--- src/sv/bpc_pkg.sv ---
// Shared constants and codes for the barometric pressure compensation block.
package bpc_pkg;

  // Width of the pipelined restoring divider (one quotient bit per stage)
  localparam int DIV_W = 32;

  // Register stages outside the two dividers
  localparam int FIXED_STAGES = 16;

  // Total latency from input word to output register
  localparam int LAT = FIXED_STAGES + 2 * DIV_W;

  // Configuration register indexes
  localparam logic [2:0] CFG_AC123 = 3'd0;
  localparam logic [2:0] CFG_AC456 = 3'd1;
  localparam logic [2:0] CFG_B12   = 3'd2;
  localparam logic [2:0] CFG_MCMD  = 3'd3;

  // Compensation constants
  localparam logic signed [28:0] B6_OFFSET = 29'sd4000;
  localparam logic [31:0]        X3_BIAS   = 32'd32768;
  localparam logic [15:0]        B7_SCALE  = 16'd50000;
  localparam logic [11:0]        P_SQ_K    = 12'd3038;
  localparam logic signed [13:0] P_LIN_K   = -14'sd7357;
  localparam logic signed [48:0] P_OFS_K   = 49'sd3791;

  // Output limits
  localparam logic signed [25:0] T_MAX = 26'sd32767;
  localparam logic signed [25:0] T_MIN = -26'sd32768;
  localparam logic signed [48:0] P_MAX = 49'sd131071;

endpackage

--- src/sv/bpc_udiv.sv ---
// Pipelined unsigned restoring divider, one quotient bit per stage.
module bpc_udiv (
  input  logic        clk,
  input  logic        en,
  input  logic [31:0] dvd_i,
  input  logic [31:0] dvs_i,
  output logic [31:0] quo_o
);

  localparam int W = bpc_pkg::DIV_W;

  logic [W-1:0] rem_r [W];
  logic [W-1:0] acc_r [W];
  logic [W-1:0] dvs_r [W];
  logic [W-1:0] rem_nxt [W];
  logic [W-1:0] acc_nxt [W];
  logic [W-1:0] dvs_nxt [W];

  // One trial subtract per stage
  always_comb begin
    logic [W-1:0] rin;
    logic [W-1:0] ain;
    logic [W-1:0] din;
    logic [W:0]   trial;
    logic         qbit;
    for (int k = 0; k < W; k++) begin
      if (k == 0) begin
        rin = '0;
        ain = dvd_i;
        din = dvs_i;
      end else begin
        rin = rem_r[k-1];
        ain = acc_r[k-1];
        din = dvs_r[k-1];
      end
      trial = {rin, ain[W-1]};
      qbit  = (trial >= {1'b0, din});
      if (qbit) begin
        rem_nxt[k] = W'(trial - {1'b0, din});
      end else begin
        rem_nxt[k] = trial[W-1:0];
      end
      acc_nxt[k] = {ain[W-2:0], qbit};
      dvs_nxt[k] = din;
    end
  end

  always_ff @(posedge clk) begin
    if (en) begin
      for (int k = 0; k < W; k++) begin
        rem_r[k] <= rem_nxt[k];
        acc_r[k] <= acc_nxt[k];
        dvs_r[k] <= dvs_nxt[k];
      end
    end
  end

  assign quo_o = acc_r[W-1];

endmodule
--- config.mk ---
export PLATFORM = sky130hd
export DESIGN_NAME = bpc_udiv
export DESIGN_NICKNAME = d
export VERILOG_FILES = /design/src/sv/bpc_pkg.sv /design/src/sv/bpc_udiv.sv
export SDC_FILE = /design/constraint.sdc
export NUM_CORES = 2
export LEC_CHECK = 0
export ABC_AREA = 0
export BUFFER_PORTS_ARGS = -buffer_cell sky130_fd_sc_hd__buf_2
export CAP_MARGIN = 20
export CORE_MARGIN = 1.5
export CORE_UTILIZATION = 60
export CTS_BUF_LIST = sky130_fd_sc_hd__clkbuf_16
export DETAILED_ROUTE_END_ITERATION = 6
export PLACE_DENSITY = 0.86
export SETUP_SLACK_MARGIN = 0.1
export SYNTH_ARGS = -nofsm -noshare
export SYNTH_HDL_FRONTEND = slang
export SYNTH_SLANG_ARGS = --single-unit
--- constraint.sdc ---
create_clock -name clk -period 4.2 [get_ports clk]
set_input_delay 0.42 -clock clk [delete_from_list [all_inputs] [get_ports clk]]
set_output_delay 0.42 -clock clk [all_outputs]
set_load 0.1 [all_outputs]
After elaboration in Yosys (flattened, before gate mapping)
Memories as Yosys holds them, arrays and structs flattened.
Index checks and enable logic that the tools add are counted.

operators by class
  add/sub/neg operators = 32
  $mul = 0
  div/mod/pow operators = 0
  magnitude comparators = 32
  equal/unequal tests = 0
  shift operators = 0
  muxes and demuxes = 34
  bitwise operators = 0
  reduce and logical (&&, ||, !) cells = 0

operators with widths
  kind                                                            number
  32-bit 2-to-1 mux                                               32
  33-bit by 32-bit greater-or-equal comparator with 1-bit output  31
  32-bit subtractor                                               31
  1-bit by 32-bit greater-or-equal comparator with 1-bit output   1
  1-bit by 32-bit subtractor with 32-bit output                   1
  1-bit 2-to-1 mux                                                2

word-level totals
  register bits after elaboration = 0
  bits in latches = 0
  bits in writable memories = 3072
  ROM bits = 0
  output and inout bits = 32
  logic and storage cells = 101
  memories = 3

memories
  memory  words  width  read ports  clocked after memory_dff  wr ports  RTL line        text
  acc_r   32     32     32          0                         32        bpc_udiv.sv:13  logic [W-1:0] acc_r [W];
  dvs_r   32     32     31          0                         32        bpc_udiv.sv:14  logic [W-1:0] dvs_r [W];
  rem_r   32     32     31          0                         32        bpc_udiv.sv:12  logic [W-1:0] rem_r [W];

Depth between registers and ports, before layout
  depth in word-level cells = 2
  depth in mapped cells = 17
  gate-level depth less buffers = 14

Worst setup path after synthesis
No wires, ideal clock.

  path kind = reg-to-reg
  from = memory dvs_r[0][193] (netlist bit)
  to = memory rem_r[0][228] (netlist bit) (data pin)
  setup time = 260 ps
  data arrival time = 3308 ps
  setup slack = 631 ps
  cell stages (with the launch flop) = 16
  period minus slack after synthesis = 3569 ps
  cell sequence = edfxtp_1 inv_1 ha_1 nor2b_1 o31a_1 o41ai_2 o21bai_1 o21ai_2 a211oi_1 or4b_4 a31oi_1 o21ai_1 a211o_1 buf_6 buf_6 mux2_4

RTL lines
  what         RTL line
  from (decl)  bpc_udiv.sv:14
  to (decl)    bpc_udiv.sv:12

==> results.yml <==
route:
  totalWireLength_um: 353000
  via_per_inst: 6.07
  routed-via-count: 100900
  dr.pass1.iters: 7
  wire_per_inst_um: 21.2
  drtIter0Drc: 10135
  drc_errors: 1
  ant_nets: 0
synthesis:
  syn-mean-instance-area_um2: 12.1
  ys.flop_type: "edfxtp_1"
  ys_seq_area_share_pct: 59.1
  synth-edff-count: 3008
  synthCells: 12605
  async_flop_share_pct: 0
  ys_warn_count: 0
  synthesis.nets: 13695
  synthDistinctLibCells: 94
  synth_area_mm2: 0.153
  yosys_register_bits: 3008
final_layout:
  layout.cells.non_filler: 16634
  synthToLayoutAreaGrowth_pct: 11.2
  nFillCells: 17587
  final_layout_size_suffix_gt1_share_pct: 9.21
  final_util_pct: 67.0
  multiInputGateArea_mm2: 0.0568
  seqCellArea_mm2: 0.0903
  nNetsFinal: 14113
pwr:
  power.density_mw_per_mm2: 779
  power_mw: 133
  ir_drop_mv: 0.534
  total_leakage_power_nw: 68.3
floorplanning:
  die_area_mm2: 0.258
  num_rows: 185
  io_pins: 98
  die_w_um: 508
  die_y_um: 508
  core_area_mm2: 0.254
  start_util_pct: 60.3
placed_design:
  dp_cells: 15983
  gp_congestion: 0.972
  place_hpwl_um: 252000
  io_buffers: 97
  place_ws_ns: 0.111
grt:
  grt_pass1_wl_um: 545000
  globalRouteTotalUtil_pct: 26.9
  grt_max_degree: 103
  grt_pass1_vias: 98429
  grt_overflow: 0
  grt_antenna_before_repair: 10
flow_run:
  maxCapViolations: 0
critical_path:
  worst-path-stages: 12
  cp-start-kind: "register"
  path_delay_family: "compound AO/OA/AOI/OAI gates"
  cp_slowest_stage_delay_ns: 0.55
  reg2regPathDepth: 12
  worstSetupStartpoint: "dvs_r[0][353]"
  crit_slowest_cell: "edfxtp_1"
  endpoint_kind: "register"
  worst_ep_required_time_ns: 4.86
  reg2reg_from: "dvs_r[0][353]"
  cp_num_buf_inv: 2
  crit_path_frequent_cell: "o21ai_0"
  path_cells: "inv_1, ha_1, nor2b_1, o31a_1, nor3_1, o21ai_0, a31oi_1, o21ai_0, a211oi_1, o31ai_4, buf_12, a21oi_1"
  crit_arrival_ns: 4.61
  path_max_fanout: 35
  worstSetupPathType: "reg2reg"
clock_network:
  numCtsBuffers: 326
  clock_sinks: 3008
  clkTransAtPathRegs_ns: 0.06
  cts_tree: "yes"
  cts-root-buf: "clkbuf_16"
  h-tree-depth: 5
  cts_buffer_depth: 4
  clk-insertion-delay-late_ns: 1.00
sta:
  hold_viol: 0
  clock_skew_ns: 0.0913
  fmax_ghz: 0.253
  post-route-period-util_pct: 94.1
  fin_ws_ns: 0.247
  grt_setup_unrepaired: "no"
  slew-limit-headroom_pct: 28.9
  finalSetupViolations: 0
  slew_viol_final: 0
  period_needed_ns: 3.95
  worst_pin_slew_ns: 1.07
  fin_setup_tns_ns: 0
outcome:
  violations: "DRC"
  status: "complete, but fails checks"
worst_hold_path:
  hp-start: "dvd_i[14]"
  hold_depth: 2
  hp-class: "in2reg"
-- layout by cell type (no fill, tap or decap), types with 138 or more instances in the layout --
| cell type | instances |
|---|---|
| inv_1 | 1284 |
| nor2_1 | 716 |
| nor2b_1 | 138 |
| nand2_1 | 823 |
| xor2_1 | 322 |
| xnor2_1 | 495 |
| clkbuf_16 | 330 |
| ha_1 | 994 |
| nand4_1 | 163 |
| edfxtp_1 | 3008 |
| buf_4 | 185 |
| o21ai_0 | 792 |
| mux2_2 | 298 |
| nand3_1 | 193 |
| a21o_1 | 481 |
| a21oi_1 | 1113 |
-- routing by layer --
layer	share of wire (%)	global-route usage (%)	wire length, um
met1	39	33.4	137000
met2	49	46.2	174000
met3	6.4	3.85	22700
met4	5.6	13.6	20000
met5	0	0	0
-- final timing paths --
kind,endpoint,slack (ns)
max,rem_r[0][406],0.25
min,acc_r[0][15],0.13
max reg2reg,rem_r[0][406],0.25
min reg2reg,acc_r[1][189],0.35
-- repair_timing --
| action | CTS | global route |
|---|---|---|
| gates resized for setup | 2 | 32 |
| pin swaps | 0 | 9 |
| gates cloned | 0 | 3 |
| buffers inserted | 0 | 10 |
| hold buffers | 65 | 0 |
| endpoints found under the setup margin | 14 | 285 |
| hold endpoints to repair | 87 | 0 |
-- cells by family (layout without fill, tap and decap cells) --
family / count (synthesis) / in the layout / share of synthesized area (%)
compound gates: 3271 / 3272 / 13.2
mux: 358 / 358 / 2.68
xor+xnor: 817 / 817 / 4.68
flops: 3008 / 3008 / 59.1
other cells: 0 / 1 / 0
buf+inv: 1552 / 2213 / 3.95
fa+ha+maj: 1024 / 1024 / 8.53
simple gates: 2575 / 2575 / 7.88
-- sequential cells by signal, indices dropped and copies added, names as in the netlist --
name	count
rem_r	992
acc_r	1024
dvs_r	992
-- cell type report --
type,instances,area share [%]
Tap cell,3366,2.48
Timing Repair Buffer,407,2.19
Antenna cell,1,0.00147
Clock buffer,328,4.83
Sequential cell,3008,53.1
Inverter,1234,2.73
Clock inverter,244,1.20
Multi-Input combinational cell,8046,33.4
-- synth_stat cells, types with 120 or more instances --
cell type | instances | area, um2
inv_1 | 1233 | 4630
mux2_2 | 298 | 3360
nor2_1 | 716 | 2690
a21o_1 | 481 | 3610
xnor2_1 | 495 | 4340
nor2b_1 | 138 | 863
nand2_1 | 823 | 3090
clkbuf_1 | 227 | 852
xor2_1 | 322 | 2820
edfxtp_1 | 3008 | 90300
o21bai_1 | 120 | 901
nand2b_1 | 134 | 838
nand4_1 | 163 | 1020
o21a_1 | 124 | 931
nor3_1 | 122 | 611
a21oi_1 | 1118 | 5600
nand3_1 | 193 | 966
ha_1 | 994 | 12400
o21ai_0 | 797 | 3990
-- power by group --
| group | leakage [nW] | switching [mW] | total [mW] | internal (mW) |
|---|---|---|---|---|
| Combinational | 33.7 | 32.2 | 56.9 | 24.7 |
| Sequential | 29.4 | 4.84 | 47.8 | 43.0 |
| Clock | 5.21 | 11.6 | 27.8 | 16.1 |
| Total | 68.3 | 48.7 | 133 | 83.8 |
-- per-stage QoR --
step                area, um2  hold WS, ns
finish                 170000        0.130
global route           170000       0.0826
CTS                    170000       0.0518
detailed placement     159000        0.405
global placement       159000        0.400
floorplan              153000        0.400
No activity file was read; power rests on OpenSTA's default activity.
